[src/sv/ple_pkg.sv]
`timescale 1ns / 1ps

package ple_pkg;

    localparam int DATA_W    = 32;
    localparam int POS_W     = 7;
    localparam int LEN_W     = 7;
    localparam int FUNC_W    = 2;
    localparam int DEPTH_DEF = 64;
    localparam int GRP_SIZE  = 8;

    // s_tdata: position, value, pad ; m_tdata: ok, read_value, found_position, length, pad
    localparam int S_TDATA_W = 40;
    localparam int M_TDATA_W = 48;

    localparam logic [FUNC_W-1:0] OP_INSERT = 2'd0;
    localparam logic [FUNC_W-1:0] OP_DELETE = 2'd1;
    localparam logic [FUNC_W-1:0] OP_GET    = 2'd2;
    localparam logic [FUNC_W-1:0] OP_FIND   = 2'd3;

    typedef struct packed {
        logic ins;
        logic del;
        logic get;
        logic find;
    } cell_ctl_t;

endpackage

[src/sv/ple_cell.sv]
`timescale 1ns / 1ps

module ple_cell #(
    parameter int IDX   = 0,
    parameter int CMP_W = 8
) (
    input  logic                      clk,
    input  ple_pkg::cell_ctl_t        ctl,
    input  logic [CMP_W-1:0]          pos_x,
    input  logic [CMP_W-1:0]          cnt_x,
    input  logic [ple_pkg::DATA_W-1:0] key,
    input  logic [ple_pkg::DATA_W-1:0] left_data,
    input  logic [ple_pkg::DATA_W-1:0] right_data,
    output logic [ple_pkg::DATA_W-1:0] data,
    output logic                      hit
);
    import ple_pkg::*;

    localparam logic [CMP_W-1:0] SLOT  = CMP_W'(IDX + 1);
    localparam logic [CMP_W-1:0] IDX_X = CMP_W'(IDX);

    logic [DATA_W-1:0] data_reg;
    logic [DATA_W-1:0] data_next;
    logic              occupied;

    assign occupied = IDX_X < cnt_x;

    always_comb
    begin
        data_next = data_reg;
        if (ctl.ins)
        begin
            if (pos_x == SLOT)
                data_next = key;
            else if (pos_x <= IDX_X)
                data_next = left_data;
        end
        else if (ctl.del)
        begin
            if (pos_x <= SLOT)
                data_next = right_data;
        end
    end

    always_ff @(posedge clk)
    begin
        data_reg <= data_next;
    end

    assign data = data_reg;
    assign hit  = occupied && ((ctl.get && (pos_x == SLOT)) ||
                               (ctl.find && (data_reg == key)));

endmodule

[config.mk]
export PLATFORM = sky130hd
export DESIGN_NAME = ple_cell
export DESIGN_NICKNAME = d
export VERILOG_FILES = /design/src/sv/ple_pkg.sv /design/src/sv/ple_cell.sv
export SDC_FILE = /design/constraint.sdc
export NUM_CORES = 1
export LEC_CHECK = 0
export ABC_CLOCK_PERIOD_IN_PS = 4150
export BUFFER_PORTS_ARGS = -buffer_cell sky130_fd_sc_hd__buf_2
export CAP_MARGIN = 20
export CORE_MARGIN = 5
export CORE_UTILIZATION = 45
export CTS_BUF_LIST = sky130_fd_sc_hd__clkbuf_4 sky130_fd_sc_hd__clkbuf_8
export CTS_CLUSTER_DIAMETER = 60
export DETAILED_ROUTE_END_ITERATION = 16
export PLACE_DENSITY = 0.93
export SYNTH_ARGS = -nofsm -noshare
export SYNTH_HDL_FRONTEND = slang
export SYNTH_SLANG_ARGS = --single-unit
[constraint.sdc]
create_clock -name clk -period 4.15 [get_ports clk]
set_input_delay 0 -clock clk [delete_from_list [all_inputs] [get_ports clk]]
set_output_delay 0 -clock clk [all_outputs]
set_load 0.02 [all_outputs]
==> results of run 1 <==
[path summary, 6_finish.rpt]
check / startpoint / end / cells after the start
worst max-delay path: data[12] / hit / 5
worst min-delay path: right_data[23] / data[23] / 3
[critical path, delay by kind of cell, from the launching register on]
family	cells	cell delay, ns
xor gates and xnor gates	1	0.15
DFF	1	0.40
buffers and inverters	1	0.20
and+or+nand+nor	2	0.55
AOI/OAI and AO/OA	1	0.25
[cells by family after synthesis]
kind of cell | Yosys count | share of synthesized area
simple gates | 50 | 0.112
compound gates | 34 | 0.0859
xor+xnor | 32 | 0.136
mux | 32 | 0.155
flops | 32 | 0.465
buf+inv | 11 | 0.0472
[metrics by stage]
step,instances,power [mW],setup WS (ns),utilization,hold slack (ns)
after global routing,390,0.758,2.14,0.652,0.0417
final,390,0.723,2.32,0.652,0.0368
after CTS,390,0.730,2.27,0.652,0.0304
after floorplan,191,0.420,2.52,-,0.195
after global placement,382,0.486,2.22,0.632,0.315
after detailed placement,382,0.490,2.14,0.632,0.327
[power by group through the flow]
stage | Clock, mW | Combinational [mW] | Sequential, mW
floorplan | 0 | 0.0496 | 0.370
global placement | 0 | 0.118 | 0.368
detailed placement | 0 | 0.122 | 0.368
CTS | 0.246 | 0.123 | 0.361
global route | 0.261 | 0.136 | 0.361
finish | 0.240 | 0.122 | 0.361
[area by class of cell]
cell class / instances / share of cell area
Clock inverter: 1 / 0.00130
Timing Repair Buffer: 150 / 0.262
Sequential cell: 32 / 0.334
Clock buffer: 7 / 0.0291
Tap cell: 52 / 0.0226
Multi-Input combinational cell: 148 / 0.351
[layer usage]
metal / wire (µm) / vias up / global-route usage / share of wire
met5: 0 / - / 0 / 0
met4: 66 / 0 / 0.0584 / 0.011
met3: 578 / 7 / 0.0544 / 0.098
met2: 3080 / 95 / 0.339 / 0.52
met1: 2160 / 870 / 0.212 / 0.37
li1: - / 985 / - / -
[layout by cell type, fill, tap and decap left out]
cell type / count
o211a_1: 1
nor3_1: 2
nor4_2: 1
xnor2_1: 1
mux2i_1: 32
clkbuf_8: 5
edfxtp_1: 32
and3_2: 1
clkinv_1: 1
a21oi_1: 32
nand2_1: 1
o31ai_1: 1
buf_4: 1
nand4_1: 2
buf_2: 149
xor2_1: 31
nand3_1: 2
nor2_1: 32
clkbuf_4: 2
nor4_1: 9
==> results.sh, run 1 <==
export IMPL_combPwrFrac=0.168
export IMPL_grt_use_total=0.188
export IMPL_finalSetupViolations=0
export IMPL_worst_slew_pin_slew_ns=1.03
export IMPL_hp_class="input pin to flop"
export IMPL_avgSynthCellArea_um2=10.8
export IMPL_fin_area_um2=2880
export IMPL_synth_edf_count=32
export IMPL_slowest_delay_ns=0.40
export IMPL_antenna_found_initial=0
export IMPL_synthToLayoutAreaGrowth_pct=39.1
export IMPL_die_y_um=77.8
export IMPL_grt_overflow=0
export IMPL_portBuffers=149
export IMPL_cp_start_kind="flop"
export IMPL_synth_top_area_frac=0.465
export IMPL_synth_area_leaders="edfxtp_1, mux2i_1, xor2_1"
export IMPL_crit_path_max_fanout=2
export IMPL_drive_gt1_frac=0.470
export IMPL_synth_seq_area_share=0.465
export IMPL_slew_headroom=0.313
export IMPL_post_drt_via_cell_ratio=5.02
export IMPL_core_um2=4410
export IMPL_grt_max_degree=66
export IMPL_nNetsFinal=454
export IMPL_syn_nets=308
export IMPL_path_cells="xor2_1, nor4_1, nand4_1, o31ai_1, buf_2"
export IMPL_numCtsBuffers=5
export IMPL_clock_power_share=0.332
export IMPL_pwr_share_seq=0.499
export IMPL_fin_setup_tns_ns=0
export IMPL_critical_path_required_ns=4.15
export IMPL_synth_seq_cells=32
export IMPL_synth_warnings=0
export IMPL_die_x_um=77.8
export IMPL_via_count=1957
export IMPL_worstSetupEndpointType="output port"
export IMPL_drt_total_wl_um=5890
export IMPL_cts_setup_buffers=0
export IMPL_register_area_um2=961
export IMPL_swShare=0.233
export IMPL_min_period_over_period=0.441
export IMPL_diodes=0
export IMPL_netlist_instances=191
export IMPL_power_density_nw_per_um2=251
export IMPL_vdd_drop_max_v=0.000185
export IMPL_grt_pass1_vias=1986
export IMPL_rsz0062_at_grt="no"
export IMPL_internal_power_mw=0.555
export IMPL_antenna_left=0
export IMPL_min_period_ns=1.83
export IMPL_synth_common_cells="a21oi_1, edfxtp_1, mux2i_1, nor2_1, xor2_1"
export IMPL_synthFlopType="edfxtp_1"
export IMPL_firstDrtPassIters=4
export IMPL_die_area_um2=6050
export IMPL_grt_pass1_wl_um=9140
export IMPL_cts_tree="done"
export IMPL_path_class="flop to output port"
export IMPL_ys_types=18
export IMPL_drc=0
export IMPL_place_area_um2=2790
export IMPL_hpwlAfterDp_um=4660
export IMPL_initial_core_util=0.469
export IMPL_post_cts_resized=0
export IMPL_largest_reg_flops=32
export IMPL_outcome="completed"
export IMPL_routabilityCongestion=0.767
export IMPL_cts_buffer_depth=2
export IMPL_htreeDepth=2
export IMPL_hold_viol_final=0
export IMPL_netlist_area_um2=2070
export IMPL_clock_root_buffer="clkbuf_8"
export IMPL_fill_cells=361
export IMPL_clkTransAtPathRegs_ns=0.07
export IMPL_wl_per_cell_um=15.1
export IMPL_multiInputGateArea_um2=1010
export IMPL_clock_fmax_mhz=547
export IMPL_cts_sinks=32
export IMPL_slowest_stage="edfxtp_1"
export IMPL_synth_async_sr_flop_share=0
export IMPL_holdBufCountCts=0
export IMPL_worstPathArrival_ns=1.83
export IMPL_p_leak_nw=1.27
export IMPL_synth_largest_area_cell="edfxtp_1"
export IMPL_ios=150
export IMPL_power_switching_mw=0.168
export IMPL_drv_cap=0
export IMPL_drv_slew=0
export IMPL_drt_iter0_markers=80
export IMPL_num_rows=24
Power figures use the tool's default switching activity.
==> inputs of run 2 (changes only) <==
- ABC_CLOCK_PERIOD_IN_PS: 4150 -> 1700
- CORE_UTILIZATION: 45 -> 42
- PLACE_DENSITY: 0.93 -> 0.88
- clock period: 4.15 -> 1.7 ns (I/O delays scaled with it)
==> run 2 against run 1 <==
Against the previous run:
- the run now ends with negative setup slack left
- utilization shrank 2.3 points
- clock power grew 110%
- hold slack gained 0.0065 ns
- final area grew 3.9%
- combinational power grew to 2.5 times the previous value
- first-iteration DRC count shrank 33%
- clock-buffer cell count shrank 2
- non-clock buffer count grew 5
- setup slack lost 2.4 ns
- flip-flop and latch count is the same
- global-route usage shrank 0.65 points
- critical path type unchanged
- largest power group unchanged
==> results.sh, run 2 (synthesis gave the netlist of run 1 again) <==
export IMPL_outcome="finished with violations"
export IMPL_violations="negative setup slack"
export IMPL_num_rows=25
export IMPL_fin_setup_tns_ns=-0.0311
export IMPL_pwr_share_seq=0.519
export IMPL_drt_total_wl_um=5940
export IMPL_cts_sinks=32
export IMPL_cts_tree="done"
export IMPL_multiInputGateArea_um2=1050
export IMPL_die_area_um2=6430
export IMPL_nNetsFinal=459
export IMPL_hold_viol_final=0
export IMPL_finalWorstSetupSlack_ns=-0.0311
export IMPL_p_leak_nw=1.30
export IMPL_antenna_found_initial=0
export IMPL_clock_root_buffer="clkbuf_8"
export IMPL_met2_length_um=3110
export IMPL_portBuffers=149
export IMPL_finalNonFillerCells=407
export IMPL_initial_core_util=0.435
export IMPL_diodes=0
export IMPL_highest_layer="met4"
export IMPL_drv_slew=0
export IMPL_antenna_left=0
export IMPL_firstDrtPassIters=4
export IMPL_final_common_cell="buf_2"
export IMPL_finalSetupViolations=1
export IMPL_vdd_drop_max_v=0.000392
export IMPL_min_period_over_period=1.02
export IMPL_internal_power_mw=1.31
export IMPL_core_um2=4750
export IMPL_die_y_um=80.2
export IMPL_clock_power_share=0.299
export IMPL_grt_max_degree=41
export IMPL_wl_met1_um=2120
export IMPL_rsz0062_at_grt="yes"
export IMPL_htreeDepth=2
export IMPL_combPwrFrac=0.182
export IMPL_hp_class="input pin to flop"
export IMPL_final_cell_mix="buf_2, mux2i_1, nor2_1, a21oi_1, edfxtp_1"
export IMPL_path_class="flop to output port"
export IMPL_grt_pass1_wl_um=9130
export IMPL_holdBufCountCts=0
export IMPL_worst_slew_pin_slew_ns=0.362
export IMPL_critical_path_required_ns=1.70
export IMPL_pre_cts_ws_ns=0.142
export IMPL_power_density_nw_per_um2=568
export IMPL_fill_cells=432
export IMPL_hold_worst_slack_ns=0.0433
export IMPL_grt_use_total=0.182
export IMPL_dpl_cell_count=401
export IMPL_cp_start_kind="flop"
export IMPL_slew_headroom=0.759
export IMPL_routabilityCongestion=0.802
export IMPL_drv_cap=0
export IMPL_clkTransAtPathRegs_ns=0.06
export IMPL_ios=150
export IMPL_min_period_ns=1.73
export IMPL_wl_met3_um=666
export IMPL_grt_overflow=0
export IMPL_via_count=1961
export IMPL_swShare=0.230
export IMPL_largest_reg_flops=32
export IMPL_register_area_um2=961
export IMPL_power_switching_mw=0.391
export IMPL_crit_path_max_fanout=2
export IMPL_post_drt_via_cell_ratio=4.82
export IMPL_worstSetupEndpointType="output port"
export IMPL_worstPathArrival_ns=1.73
export IMPL_cts_buffer_depth=2
export IMPL_final_util=0.629
export IMPL_drive_gt1_frac=0.494
export IMPL_drt_iter0_markers=54
export IMPL_die_x_um=80.2
export IMPL_numCtsBuffers=5
export IMPL_synthToLayoutAreaGrowth_pct=44.6
export IMPL_drc=0
export IMPL_grt_pass1_vias=2050
export IMPL_wl_per_cell_um=14.6
export IMPL_clock_fmax_mhz=578
export IMPL_hpwlAfterDp_um=4940
==> run 2: path summary, 6_finish.rpt <==
path / to / slack [ns] / cells after the start / start
worst max-delay path: hit / -0.03 / 5 / data[14]
worst min-delay path: data[12] / 0.04 / 3 / right_data[12]
==> run 2: final cells by class <==
class,instances,share of cell area
Clock buffer,5,0.0230
Multi-Input combinational cell,148,0.351
Sequential cell,32,0.321
Tap cell,67,0.0280
Timing Repair Buffer,155,0.277
==> run 2: repair_timing <==
| item | in CTS | in global routing |
|---|---|---|
| buffers inserted | 0 | 1 |
| hold endpoints to repair | 0 | 0 |
| pin swaps | 1 | 4 |
| gates resized for setup | 4 | 2 |
| setup endpoints to repair | 1 | 1 |
==> run 2: power by group through the flow <==
stage	Sequential [mW]	Combinational, mW	Clock (mW)
after floorplan	0.904	0.121	0
after global placement	0.898	0.293	0
after detailed placement	0.898	0.303	0
after CTS	0.882	0.309	0.524
after global routing	0.882	0.348	0.560
final	0.882	0.308	0.508
==> run 2: worst max-delay path: stages (launching register included) <==
cell and delay, ns:
edfxtp_1 0.41, xor2_1 0.18, nor4_2 0.29, nand4_1 0.15
o31ai_1 0.23, buf_2 0.20
==> run 2: metrics by stage <==
stage                     cell area [µm²]  power (mW)
after CTS                            2970        1.71
final                                2990        1.70
after global placement               2880        1.19
after global routing                 2990        1.79
after detailed placement             2880        1.20
after floorplan                      2070        1.02
==> run 2: routing by layer <==
metal | GRT usage | up-vias
met5 | 0 | -
met2 | 0.327 | 96
met3 | 0.0706 | 4
met1 | 0.198 | 865
met4 | 0.0456 | 0
li1 | - | 996
